$ cat config.mk
export PLATFORM = sky130hd
export DESIGN_NAME = double_modf_split
export DESIGN_NICKNAME = d
export VERILOG_FILES = /design/src/rtl/core/dmodf_pkg.sv /design/src/rtl/core/dmodf_norm.sv /design/src/rtl/core/double_modf_split.sv
export SDC_FILE = /design/constraint.sdc
export NUM_CORES = 1
export LEC_CHECK = 0
export BUFFER_PORTS_ARGS = -buffer_cell sky130_fd_sc_hd__buf_2
export CAP_MARGIN = 30
export CORE_MARGIN = 1
export CORE_UTILIZATION = 35
export CTS_CLUSTER_SIZE = 24
export DETAILED_ROUTE_END_ITERATION = 16
export PLACE_DENSITY_LB_ADDON = 0.12
export SETUP_SLACK_MARGIN = 0.4
export SLEW_MARGIN = 20
export SYNTH_ARGS = -nofsm -noshare
export SYNTH_HDL_FRONTEND = slang
export SYNTH_SLANG_ARGS = --single-unit
export TNS_END_PERCENT = 50
$ cat constraint.sdc
create_clock -name clk -period 23.5 [get_ports clk]
set_input_delay 1.175 -clock clk [delete_from_list [all_inputs] [get_ports clk]]
set_output_delay 1.175 -clock clk [all_outputs]
set_load 0.05 [all_outputs]
$ cat src/rtl/core/dmodf_pkg.sv
// package for double_modf_split: field widths, exponent constants, stage control struct
// no dependencies
package dmodf_pkg;

	localparam int unsigned DataW = 64;
	localparam int unsigned MantW = 52;
	localparam int unsigned ExpW  = 11;
	localparam int unsigned PosW  = 6;
	localparam logic [ExpW-1:0] ExpAll  = 11'h7ff;
	localparam logic [ExpW-1:0] ExpBias = 11'h3ff;
	localparam logic [ExpW:0]   ExpTop  = 12'h400;

	typedef enum logic [3:0] {
		K_PASS  = 4'b0001,
		K_SMALL = 4'b0010,
		K_WHOLE = 4'b0100,
		K_SPLIT = 4'b1000
	} kind_t;

	typedef struct packed {
		logic [DataW-1:0] x;
		kind_t            kind;
		logic [PosW-1:0]  e;
		logic [MantW-1:0] f;
	} stage_t;

endpackage

$ cat src/rtl/core/dmodf_norm.sv
// fraction normalizer: leading-one search over the masked fraction, then shift and pack
// depends on dmodf_pkg; two register stages under an external enable
module dmodf_norm (
	input  logic                 clk,
	input  logic                 en,
	input  dmodf_pkg::stage_t    in_s,
	output logic [dmodf_pkg::DataW-1:0] int_part,
	output logic [dmodf_pkg::DataW-1:0] frac_part
);

	dmodf_pkg::stage_t               st_s2;
	logic [dmodf_pkg::PosW-1:0]      p_s2;
	logic [dmodf_pkg::PosW-1:0]      p_c;
	logic [dmodf_pkg::MantW-1:0]     mask_c;
	logic [dmodf_pkg::MantW-1:0]     sh_c;
	logic [dmodf_pkg::ExpW-1:0]      ex_c;
	logic                            sgn_c;

	always_comb begin
		p_c = '0;
		for (int i = 0; i < dmodf_pkg::MantW; i++) begin
			if (in_s.f[i]) begin
				p_c = dmodf_pkg::PosW'(i);
			end
		end
	end

	always_ff @(posedge clk) begin
		if (en) begin
			st_s2 <= in_s;
			p_s2  <= p_c;
		end
	end

	always_comb begin
		sgn_c  = st_s2.x[dmodf_pkg::DataW-1];
		mask_c = {dmodf_pkg::MantW{1'b1}} >> st_s2.e;
		sh_c   = st_s2.f << (dmodf_pkg::PosW'(dmodf_pkg::MantW) - p_s2);
		ex_c   = dmodf_pkg::ExpW'(p_s2) + dmodf_pkg::ExpW'(st_s2.e)
		         + dmodf_pkg::ExpBias - dmodf_pkg::ExpW'(dmodf_pkg::MantW);
	end

	always_ff @(posedge clk) begin
		if (en) begin
			unique case (st_s2.kind)
				dmodf_pkg::K_PASS: begin
					int_part  <= st_s2.x;
					frac_part <= st_s2.x;
				end
				dmodf_pkg::K_SMALL: begin
					int_part  <= {sgn_c, 63'd0};
					frac_part <= st_s2.x;
				end
				dmodf_pkg::K_WHOLE: begin
					int_part  <= st_s2.x;
					frac_part <= {sgn_c, 63'd0};
				end
				dmodf_pkg::K_SPLIT: begin
					int_part  <= {st_s2.x[dmodf_pkg::DataW-1:dmodf_pkg::MantW],
					              st_s2.x[dmodf_pkg::MantW-1:0] & ~mask_c};
					frac_part <= {sgn_c, ex_c, sh_c};
				end
				default: begin
					int_part  <= st_s2.x;
					frac_part <= st_s2.x;
				end
			endcase
		end
	end

endmodule

$ cat src/rtl/core/double_modf_split.sv
// top level of double_modf_split: stream pipeline splitting a double into integral and fraction
// depends on dmodf_pkg and dmodf_norm
//
// channel | dir | tdata fields (low bit up)
// s_axis  | in  | x_bits[63:0]
// m_axis  | out | int_part[63:0], frac_part[127:64]
//
// one beat per cycle unless the output stalls; registered stages in order: classify, leading-one search, pack
// the pipeline advances whenever the output register is empty or taken
// arst_n clears the valid bits only; payload registers carry no reset
// a stall freezes all stages in place, nothing lost or repeated
module double_modf_split (
	input  logic          clk,
	input  logic          arst_n,
	input  logic          s_axis_tvalid,
	output logic          s_axis_tready,
	input  logic [63:0]   s_axis_tdata,   // x_bits
	output logic          m_axis_tvalid,
	input  logic          m_axis_tready,
	output logic [127:0]  m_axis_tdata    // int_part, frac_part
);

	dmodf_pkg::stage_t st_s1;
	dmodf_pkg::stage_t st_c;
	logic              v_s1, v_s2, v_s3;
	logic              en;
	logic [dmodf_pkg::ExpW-1:0]  ebits_c;
	logic [dmodf_pkg::ExpW:0]    e_c;
	logic [dmodf_pkg::MantW-1:0] fmask_c;
	logic [63:0]                 int_part;
	logic [63:0]                 frac_part;

	assign en            = !v_s3 || m_axis_tready;
	assign s_axis_tready = en;
	assign m_axis_tvalid = v_s3;
	assign m_axis_tdata  = {frac_part, int_part};

	always_comb begin
		ebits_c = s_axis_tdata[62:52];
		e_c     = {1'b0, ebits_c} - {1'b0, dmodf_pkg::ExpBias};
		fmask_c = {dmodf_pkg::MantW{1'b1}} >> e_c[dmodf_pkg::PosW-1:0];
		st_c.x  = s_axis_tdata;
		st_c.e  = e_c[dmodf_pkg::PosW-1:0];
		st_c.f  = s_axis_tdata[51:0] & fmask_c;
		if (ebits_c == dmodf_pkg::ExpAll && s_axis_tdata[51:0] != '0) begin
			st_c.kind = dmodf_pkg::K_PASS;
		end else if (ebits_c >= 11'd1075) begin
			st_c.kind = dmodf_pkg::K_WHOLE;
		end else if (ebits_c < dmodf_pkg::ExpBias) begin
			st_c.kind = dmodf_pkg::K_SMALL;
		end else if (st_c.f == '0) begin
			st_c.kind = dmodf_pkg::K_WHOLE;
		end else begin
			st_c.kind = dmodf_pkg::K_SPLIT;
		end
	end

	always_ff @(posedge clk) begin
		if (en) begin
			st_s1 <= st_c;
		end
	end

	always_ff @(posedge clk or negedge arst_n) begin
		if (!arst_n) begin
			v_s1 <= 1'b0;
			v_s2 <= 1'b0;
			v_s3 <= 1'b0;
		end else if (en) begin
			v_s1 <= s_axis_tvalid;
			v_s2 <= v_s1;
			v_s3 <= v_s2;
		end
	end

	dmodf_norm u_norm (
		.clk       (clk),
		.en        (en),
		.in_s      (st_s1),
		.int_part  (int_part),
		.frac_part (frac_part)
	);

	a_stall_hold: assert property (@(posedge clk) disable iff (!arst_n)
		(v_s3 && !m_axis_tready) |=> (v_s3 && $stable(m_axis_tdata)))
		else $error("output changed under stall");
	a_ready: assert property (@(posedge clk) disable iff (!arst_n)
		!v_s3 |-> s_axis_tready)
		else $error("input stalled with empty output");
	a_flow: assert property (@(posedge clk) disable iff (!arst_n)
		(s_axis_tready && v_s2) |=> v_s3)
		else $error("beat lost in pipeline");

endmodule
==> results.md, run 1 <==
- Status: completed
- Antenna Violating Nets Remaining: 0
- Worst r2r src: u_norm.p_s2[0]$_SDFFCE_PP1P_
- IO Count: around 200
- Post-route setup TNS: 0 ns
- GPL Wtd Cong: about 0.94
- Worst-path clk slew: about 0.06 ns
- DR vias: about 13000
- Sequential share of the synthesized area: between 60% and 70%
- Cells resized by post-CTS repair: 0
- Class of the worst hold path: in2async
- Worst Max-Slew Pin Slew: 0.962 ns
- Tcrit/Tclk final: 18.2%
- RSZ-0062 raised after global routing: no
- Vias in the first global route: 12200
- Reg-to-Reg End: u_norm.frac_part[47]$_DFFE_PP_
- Worst r2r path cells: 11
- Die X: about 230 um
- Most used cell along the critical path: o21ai_0
- Slowest stage delay, CP: ~0.6 ns
- Core ar.: about 50000 sq um
- Routed WL: between 50000 and 60000 um
- Fin crit period: between 4 and 5 ns
- DRT Pass-1 Iters: 7
- Initial drt markers: ~1100
- Final setup fails: 0
- Clock sinks: between 300 and 400
- Pwr Density: about 140 nW/um^2
- CTS H-tree depth: 2
- Maximum clock rate: 233 MHz
- Final Util: between 40% and 50%
- Die area: between 50000 and 60000 sq um
- CP endpoint: u_norm.frac_part[47]$_DFFE_PP_
- Clk buf depth: 3
- Setup bufs post-CTS: 0
- Root Buffer: clkbuf_16
- Slew margin rel.: 35.9%
- DR WL/cell: between 20 and 30 um
- Syn-to-layout area delta: 16.9%
- Remaining DRCs: 0
- Initial antenna violation count: 1
- Async SR Flop Fraction: less than 1%
- WP data arrival: 4.57 ns
- Maximum vdd ir drop: 60.9 uV
- First-pass GRT wire length: between 80000 and 90000 um
- CP Depth: 11
- Family with the most delay on the worst path: buffers and inverters
- CP Launch Point: u_norm.p_s2[0]$_SDFFCE_PP1P_
- Total track usage: between 20% and 30%
- Synth Flop Type: edfxtp_1
- Detailed placement HPWL: roughly 46000 um
- Post-Syn Area per Cell: roughly 13 sq um
- CP startpoint kind: flop
- Critical path required time: between 20 and 25 ns
- Fill count: 4801
- Placement row count: 82
- Yosys warns: 0
- Clk Latency, worst-skew pair: 0.57 ns
- Number of synthesized flops with an enable pin: 385
- Worst path cell trace: buf_4 > inv_2 > ha_2 > buf_4 > mux2_2 > o21ai_0 > o21ai_0 > nor2_1 > a21oi_1 > a22oi_1 > o21ai_0
- Critical Path Slowest Stage Cell: buf_4
- Largest net degree at the start of global routing: about 160
- Seq cells post-synth: between 300 and 400
- CP bufs+invs: 3
- I/O Buffers: between 150 and 200
- CTS tree: done
- Class of the most critical setup path: reg2reg
- Die Y: roughly 230 um
- Max cap viols: 0
- Crit. End Element: flop
- Max Slew Vio Count: 0
- Layout cells sized above 1: around a fifth
- Hold buffers post-CTS: 0
- Worst Clk Skew: about 0.017 ns
- GR Overflow Total: 0
- Hold Fails Final Rpt: 0
- Mapped cell area: roughly 18000 sq um
- Cells after Synth: 1395
- Worst Path Max Fanout: 58
- Synth unique cells: 84
- NumNets Final: about 1700
- Num CTS Buffers: 41
- P_leak: ~8 nW
- Initial core utilization: about 36%
- Mapped Nets: 1476
- Register-to-register path setup slack: 19.21 ns
- DR vias/cell: 5.56
through the flow:
stage	instances	hold slack (ns)	total power [mW]	worst slack, ns	instance area [sq um]
CTS	2280	0.356	2.90	19.16	21100
finish	2283	0.389	2.89	19.21	21100
floorplan	1395	0.400	1.97	11.26	18100
detailed placement	2210	0.405	2.28	18.78	19800
global route	2281	0.362	3.03	18.87	21100
global placement	2209	0.401	2.28	18.75	19800
per-layer routing:
| metal | vias to the layer above | GRT usage [%] | part of all wire (%) |
|---|---|---|---|
| met1 | 6297 | 32.8 | 47 |
| met2 | 530 | 32.3 | 43 |
| met3 | 100 | 3.47 | 5.9 |
| met5 | - | 0 | 0 |
| li1 | 5765 | - | - |
| met4 | 0 | 8.60 | 3.8 |
final cells by class:
cell class                      instances  area [sq um]  area share (%)
Tap cell                              672           841            3.98
Sequential cell                       388         11600            55.1
Multi-Input combinational cell        900          6080            28.8
Inverter                               34           129           0.610
Clock inverter                         19           176           0.835
Clock buffer                           51          1080            5.13
Antenna cell                            2          5.00          0.0237
Timing Repair Buffer                  217          1170            5.55
power breakdown:
group	internal, mW	switching, mW
combinational	0.356	0.838
clock	0.351	0.266
sequential	0.971	0.110
total	1.68	1.21
how the worst min path moves through the flow:
stage                           start                              to  slack, ns
2_1_floorplan  u_norm.sgn_c$_DFFE_PP_  u_norm.frac_part[63]$_DFFE_PP_       0.40
3_3_place_gp     st_s1[119]$_DFFE_PP_     u_norm.st_s2[119]$_DFFE_PP_       0.40
3_5_place_dp     st_s1[122]$_DFFE_PP_     u_norm.st_s2[122]$_DFFE_PP_       0.40
4_1_cts                        arst_n                v_s2$_DFFE_PN0P_       0.36
5_1_grt                        arst_n                v_s1$_DFFE_PN0P_       0.36
6_report                       arst_n       m_axis_tvalid$_DFFE_PN0P_       0.39
cells in the final DEF (no fill, tap or decap), drive strengths merged, types with 6 or more instances in the layout:
master / instances
and3: 30
o221ai: 10
mux2: 12
o311a: 8
o211a: 6
a31oi: 6
and2: 22
nor2: 104
inv: 34
clkbuf: 51
a22oi: 20
nand4: 6
nor4: 29
mux4: 29
ha: 12
xor2: 10
nor3b: 6
nor3: 17
edfxtp: 385
o21ai: 101
a21oi: 105
nand2b: 7
nand2: 153
o21a: 12
clkinv: 17
mux2i: 55
nand3: 11
a211oi: 23
xnor2: 9
o21bai: 7
buf: 217
a21boi: 11
a22o: 14
Yosys cell counts, types with 15 or more instances:
cell | instances | share of area, %
o21ai_0 | 101 | 2.8
a22oi_1 | 20 | 0.83
a21oi_1 | 105 | 2.9
mux2i_1 | 53 | 2.9
nor3_1 | 15 | 0.42
a211oi_1 | 23 | 0.96
inv_1 | 31 | 0.64
mux4_2 | 29 | 3.6
and3_1 | 29 | 1.0
and2_1 | 21 | 0.73
nor4_1 | 28 | 0.97
nand2_1 | 153 | 3.2
clkbuf_1 | 51 | 1.1
edfxtp_1 | 385 | 64
nor2_1 | 102 | 2.1
flip-flops by register name, summed over array words and instances (netlist names):
register          cells
u_norm.sgn_c          1
u_norm.frac_part     64
v_s2                  1
st_s1               126
v_s1                  1
u_norm.p_s2           6
u_norm.int_part      63
m_axis_tvalid         1
u_norm.st_s2        125
logic make-up (layout without fill, tap and decap cells):
logic type               count (synthesis)  in the layout  share of synthesized area [%]
buffers and inverters                  107            321                           2.45
AO/OA/AOI/OAI                          357            357                           12.5
AND/OR/NAND/NOR                        415            415                           11.2
multiplexers                            96             96                           7.54
flip-flops                             388            388                           64.4
XOR/XNOR                                19             19                           1.02
adder cells (fa/ha/maj)                 13             13                          0.941
other                                    0              2                              0
worst register-to-register path: stages, from the launching register on:
cell and delay, ns:
edfxtp_1 0.33, buf_4 0.60, inv_2 0.34, ha_2 0.41, buf_4 0.55, mux2_2 0.42, o21ai_0 0.35, o21ai_0 0.32
nor2_1 0.17, a21oi_1 0.11, a22oi_1 0.26, o21ai_0 0.15
Note: power is estimated with default switching activity, not from simulation.
==> inputs of run 2 (changes only) <==
- clock period: 23.5 -> 4.05 ns (I/O delays scaled with it)
==> results.md, run 2 (synthesis results as in run 1) <==
- WL met1: 28400 um (+1.6%)
- DRT Pass-1 Iters: 7 (unchanged)
- Detailed placement HPWL: 47400 um (+3.6%)
- DR WL/cell: 26.1 um (+0.41%)
- Placement row count: 82 (unchanged)
- Dpl ws: 0.633 ns (-18.15 ns)
- Initial antenna violation count: 3 (+2)
- Worst Path Max Fanout: 20 (-66%)
- IO Count: 198 (unchanged)
- Core ar.: 50600 sq um (unchanged)
- Tcrit/Tclk final: about 85%
- First-pass GRT wire length: 88000 um (+5.1%)
- NumNets Final: 1744 (+4.9%)
- Most common cell after layout, fill and taps aside: edfxtp_1
- Initial drt markers: 1240 (+15%)
- Design Area, Final: 22200 sq um (+4.9%)
- Largest register by flop count: st_s1
- Post-DP Area: 20000 sq um (+0.71%)
- Final setup fails: 0 (unchanged)
- Clk Latency, worst-skew pair: 0.60 ns (+0.03 ns)
- Total track usage: 23.3% (+1.2 points)
- Routed WL: 61900 um (+4.4%)
- Critical Path Slowest Stage Cell: ha_1
- Largest net degree at the start of global routing: 115 (-27%)
- GR Overflow Total: 0 (unchanged)
- Max Slew Vio Count: 0 (unchanged)
- WHS: 0.0431 ns (-0.346 ns)
- Die X: 229 um (unchanged)
- CTS tree: done
- Maximum vdd ir drop: 316 uV (+420%)
- Register-to-register path setup slack: 0.77 ns (-18.44 ns)
- Critical path required time: 4.37 ns (-19.42 ns)
- P_leak: 8.48 nW (+5.7%)
- Clock sinks: 388 (unchanged)
- Class of the worst hold path: in2reg
- Clk buf depth: 3 (unchanged)
- Root Buffer: clkbuf_16
- Vias in the first global route: 12400 (+2.1%)
- Worst path cell trace: dlygate4sd3_1 > buf_2 > ha_1 > inv_1 > ha_1 > o21ai_0 > and3_1 > o221ai_1 > o311a_1 > or4_1 > nor4_2 > a32oi_1 > nor3b_1
- Hold Fails Final Rpt: 0 (unchanged)
- Maximum clock rate: just under 300 MHz
- Die Y: 229 um (unchanged)
- WP data arrival: 3.74 ns (-0.83 ns)
- Max FFs per register: 126 (unchanged)
- Initial core utilization: 35.7% (unchanged)
- Most used cell along the critical path: ha_1
- Metal3 WL: 3840 um (+10%)
- Status: completed
- Fill count: 4713 (-1.8%)
- CTS H-tree depth: 2 (unchanged)
- Slowest stage delay, CP: 0.58 ns (-0.02 ns)
- Largest regs: st_s1 (126), u_norm.st_s2 (125), u_norm.frac_part (64)
- Class of the most critical setup path: in2reg
- DR vias/cell: 5.53 (-0.58%)
- Die area: 52600 sq um (unchanged)
- DR vias: 13100 (+3.3%)
- DR WL met2: 27400 um (+7.5%)
- Final Util: 43.8% (+2.1 points)
- Worst Max-Slew Pin Slew: 0.844 ns (-0.118 ns)
- Crit. End Element: flop
- Post-route setup TNS: 0 ns (unchanged)
- Top sig layer: met4
- I/O Buffers: 197 (unchanged)
- Layout cells sized above 1: 21.9% (+0.59 points)
- RSZ-0062 raised after global routing: no
- Most frequent cells in the layout: edfxtp_1, buf_2, nand2_1
- Worst-path clk slew: 0.07 ns (about the same)
- Pwr Density: 797 nW/um^2 (+480%)
- Worst Clk Skew: 0.0286 ns (+0.0112 ns)
- GPL Wtd Cong: 0.970 (+3.6%)
- Slew margin rel.: 43.3% (+7.4 points)
- CP bufs+invs: 3 (unchanged)
- Remaining DRCs: 0 (unchanged)
- Num CTS Buffers: 43 (+4.9%)
- Post-layout worst setup margin: 0.626 ns (-18.59 ns)
- Fin crit period: around 3.4 ns
- Syn-to-layout area delta: 22.6%
- Antenna Violating Nets Remaining: 0 (unchanged)
- Max cap viols: 0 (unchanged)
- Family with the most delay on the worst path: simple AND/OR/NAND/NOR gates
- CP startpoint kind: primary input
## run 2: what timing repair did
| action | CTS | global route |
|---|---|---|
| resized for setup | 0 | 1 |
| endpoints found under the hold margin | 68 | 0 |
| endpoints found under the setup margin | 0 | 2 |
| hold buffers | 66 | 0 |
| setup buffers | 0 | 0 |
## run 2: metrics by stage
step / total power, mW / cells
6_report: 17.7 / 2373
5_1_grt: 18.5 / 2370
4_1_cts: 17.7 / 2370
3_5_place_dp: 13.5 / 2224
3_3_place_gp: 13.4 / 2223
2_1_floorplan: 11.2 / 1395
## run 2: worst paths after layout
check	start	endpoint	depth (start not counted)
worst min-delay path	s_axis_tdata[57]	st_s1[119]$_DFFE_PP_	1
worst min register to register	st_s1[63]$_DFFE_PP_	u_norm.st_s2[63]$_DFFE_PP_	0
min in group asynchronous	arst_n	v_s1$_DFFE_PN0P_	3
max in group asynchronous	arst_n	m_axis_tvalid$_DFFE_PN0P_	3
worst max register to register	u_norm.p_s2[0]$_SDFFCE_PP1P_	u_norm.frac_part[20]$_DFFE_PP_	8
worst max-delay path	s_axis_tdata[52]	st_s1[61]$_SDFFCE_PP0P_	13
## run 2: routing by layer
| layer | vias up | global-route usage, % |
|---|---|---|
| li1 | 5943 | - |
| met1 | 6461 | 33.7 |
| met2 | 608 | 35.2 |
| met3 | 104 | 3.88 |
| met4 | 0 | 7.98 |
| met5 | - | 0 |
## run 2: area by class of cell
cell class | count | area, sq um | area share [%]
timing repair buffer | 296 | 1940 | 8.77
inverter | 34 | 129 | 0.581
multi-input combinational | 900 | 6090 | 27.5
clock buffer | 44 | 1080 | 4.87
sequential | 388 | 11600 | 52.5
clock inverter | 36 | 443 | 2.00
tap | 672 | 841 | 3.79
antenna | 3 | 7.51 | 0.0339
## run 2: report_power, final
| part | switching (mW) | total (mW) | internal (mW) |
|---|---|---|---|
| sequential | 0.627 | 6.26 | 5.63 |
| clock | 1.69 | 4.18 | 2.49 |
| combinational | 5.05 | 7.24 | 2.19 |
## run 2: worst register-to-register path, delay by kind of cell, from the launching register on
family | cells | cell delay (ns)
buffers and inverters | 2 | 0.73
multiplexers | 2 | 0.66
adder cells (fa/ha/maj) | 1 | 0.34
flip-flops | 1 | 0.39
XOR/XNOR | 1 | 0.48
AO/OA/AOI/OAI | 2 | 0.38
==> inputs of run 3 (changes only) <==
- clock period: 4.05 -> 3.55 ns (I/O delays scaled with it)
==> results.md, run 3 (synthesis results as in run 1) <==
- NumNets Final: 1761 (+0.97%)
- Initial core utilization: 35.7% (unchanged)
- CP startpoint kind: primary input
- Clock sinks: 388 (unchanged)
- Hold Fails Final Rpt: 0 (unchanged)
- DR vias/cell: 5.49 (-0.64%)
- Initial drt markers: 1250 (+0.81%)
- Status: completed
- Die area: 52600 sq um (unchanged)
- RSZ-0062 raised after global routing: yes
- Design Area, Final: 22400 sq um (+0.85%)
- GR Overflow Total: 0 (unchanged)
- Num CTS Buffers: 44 (+2.3%)
- P_leak: 8.59 nW (+1.2%)
- Worst-path clk slew: 0.06 ns (about the same)
- DR vias: 13100 (-0.053%)
- Maximum vdd ir drop: 331 uV (+4.6%)
- Slew margin rel.: 40.7% (-2.6 points)
- Core ar.: 50600 sq um (unchanged)
- Worst Clk Skew: 0.0246 ns (-0.00391 ns)
- Syn-to-layout area delta: 23.7%
- Critical path required time: 3.87 ns (-0.50 ns)
- Pwr Density: 907 nW/um^2 (+14%)
- Routed WL: 60300 um (-2.6%)
- Remaining DRCs: 0 (unchanged)
- Maximum clock rate: about 320 MHz
- Class of the most critical setup path: in2reg
- First-pass GRT wire length: 85900 um (-2.4%)
- Root Buffer: clkbuf_16
- Total track usage: 22.6% (-0.69 points)
- Class of the worst hold path: in2reg
- Die Y: 229 um (unchanged)
- Max cap viols: 0 (unchanged)
- Largest net degree at the start of global routing: 72 (-37%)
- Met2 Use GR: 34.0% (-1.2 points)
- I/O Buffers: 197 (unchanged)
- Clk Latency, worst-skew pair: 0.59 ns (about the same)
- Layout cells sized above 1: 22.2% (+0.26 points)
- Crit. End Element: flop
- WHS: 0.157 ns (+0.114 ns)
- IO Count: 198 (unchanged)
- Post-DP Area: 20100 sq um (+0.50%)
- Detailed placement HPWL: 46700 um (-1.3%)
- Initial antenna violation count: 0 (-3)
- CTS tree: done
- Most common cell after layout, fill and taps aside: edfxtp_1
- M1 GR Usage: 33.4% (-0.37 points)
- Most Crowded Layer GR: met2
- Final setup fails: 0 (unchanged)
- Antenna Violating Nets Remaining: 0 (unchanged)
- Tcrit/Tclk final: around 87%
- Placed instance count: 2234 (+0.45%)
- Worst Path Max Fanout: 8 (-60%)
- Placement row count: 82 (unchanged)
- GR Util met3: 3.35% (-0.54 points)
- Largest regs: st_s1 (126), u_norm.st_s2 (125), u_norm.frac_part (64)
- Die X: 229 um (unchanged)
- DRT Pass-1 Iters: 7 (unchanged)
- WP data arrival: 3.42 ns (-0.32 ns)
- DR WL/cell: 25.2 um (-3.2%)
- CTS H-tree depth: 2 (unchanged)
- Vias in the first global route: 12500 (+0.13%)
- Max FFs per register: 126 (unchanged)
- Tot Pwr: 20.3 mW (+15%)
- Non-filler cells in the finished layout: 2387 (+0.59%)
- Largest register by flop count: st_s1
- CP Launch Point: s_axis_tdata[52]
- Hold Startpoint: s_axis_tdata[52]
- Max Slew Vio Count: 0 (unchanged)
- Most frequent cells in the layout: edfxtp_1, buf_2, nand2_1
- Clk buf depth: 3 (unchanged)
- Worst r2r src: u_norm.p_s2[0]$_SDFFCE_PP1P_
- Worst Max-Slew Pin Slew: 0.887 ns (+0.0425 ns)
- Fin crit period: just over 3 ns
- GPL Wtd Cong: 0.958 (-1.2%)
run 3: report_power, final:
group          internal [mW]  leakage (nW)  switching [mW]  total (mW)
combinational           2.59          3.86            5.64        8.24
clock                   3.00         0.754            1.90        4.90
sequential              6.42          3.98           0.729        7.15
run 3: final timing paths:
check	end	slack [ns]	depth (start not counted)
max	st_s1[61]$_SDFFCE_PP0P_	0.45	12
min	st_s1[59]$_SDFFCE_PP0P_	0.16	2
max reg2reg	u_norm.frac_part[44]$_DFFE_PP_	0.57	8
min reg2reg	u_norm.st_s2[63]$_DFFE_PP_	0.41	0
max in group asynchronous	m_axis_tvalid$_DFFE_PN0P_	2.91	3
min in group asynchronous	v_s1$_DFFE_PN0P_	0.48	3
run 3: through the flow:
step	setup slack, ns	utilization, %	setup TNS (ns)
after global placement	0.244	39.7	0
after global routing	0.398	44.2	0
after floorplan	-0.380	-	-91.07
final	0.453	44.2	0
after detailed placement	0.207	39.7	0
after CTS	0.501	44.1	0
run 3: worst max-delay path, cell delays in order:
cell and delay, ns:
buf_2 0.18, dlygate4sd3_1 0.60, inv_1 0.06, ha_1 0.43, a21oi_1 0.17, and3_1 0.15
o221ai_1 0.11, o311a_1 0.32, or4_1 0.42, nor4_2 0.37, a32oi_1 0.23, nor3b_1 0.19
run 3: layout make-up:
class / instances / area [sq um]
diodes: 1 / 2.50
flip-flops and latches: 388 / 11600
fillers: 4688 / 28200
clock buffers: 52 / 1150
repair buffers: 312 / 2100
well taps: 672 / 841
inverters: 34 / 129
clock inverters: 28 / 414
multi-input cells: 900 / 6090
run 3: what timing repair did:
action / CTS / global route
gates resized for setup: 0 / 2
hold buffers: 67 / 0
setup buffers: 0 / 5
setup endpoints to repair: 0 / 6
hold endpoints to repair: 70 / 0
run 3: routing by layer:
metal,wire (um),vias up
met4,1840,0
met5,0,-
met3,3810,99
met2,26500,570
met1,28000,6473
li1,-,5967
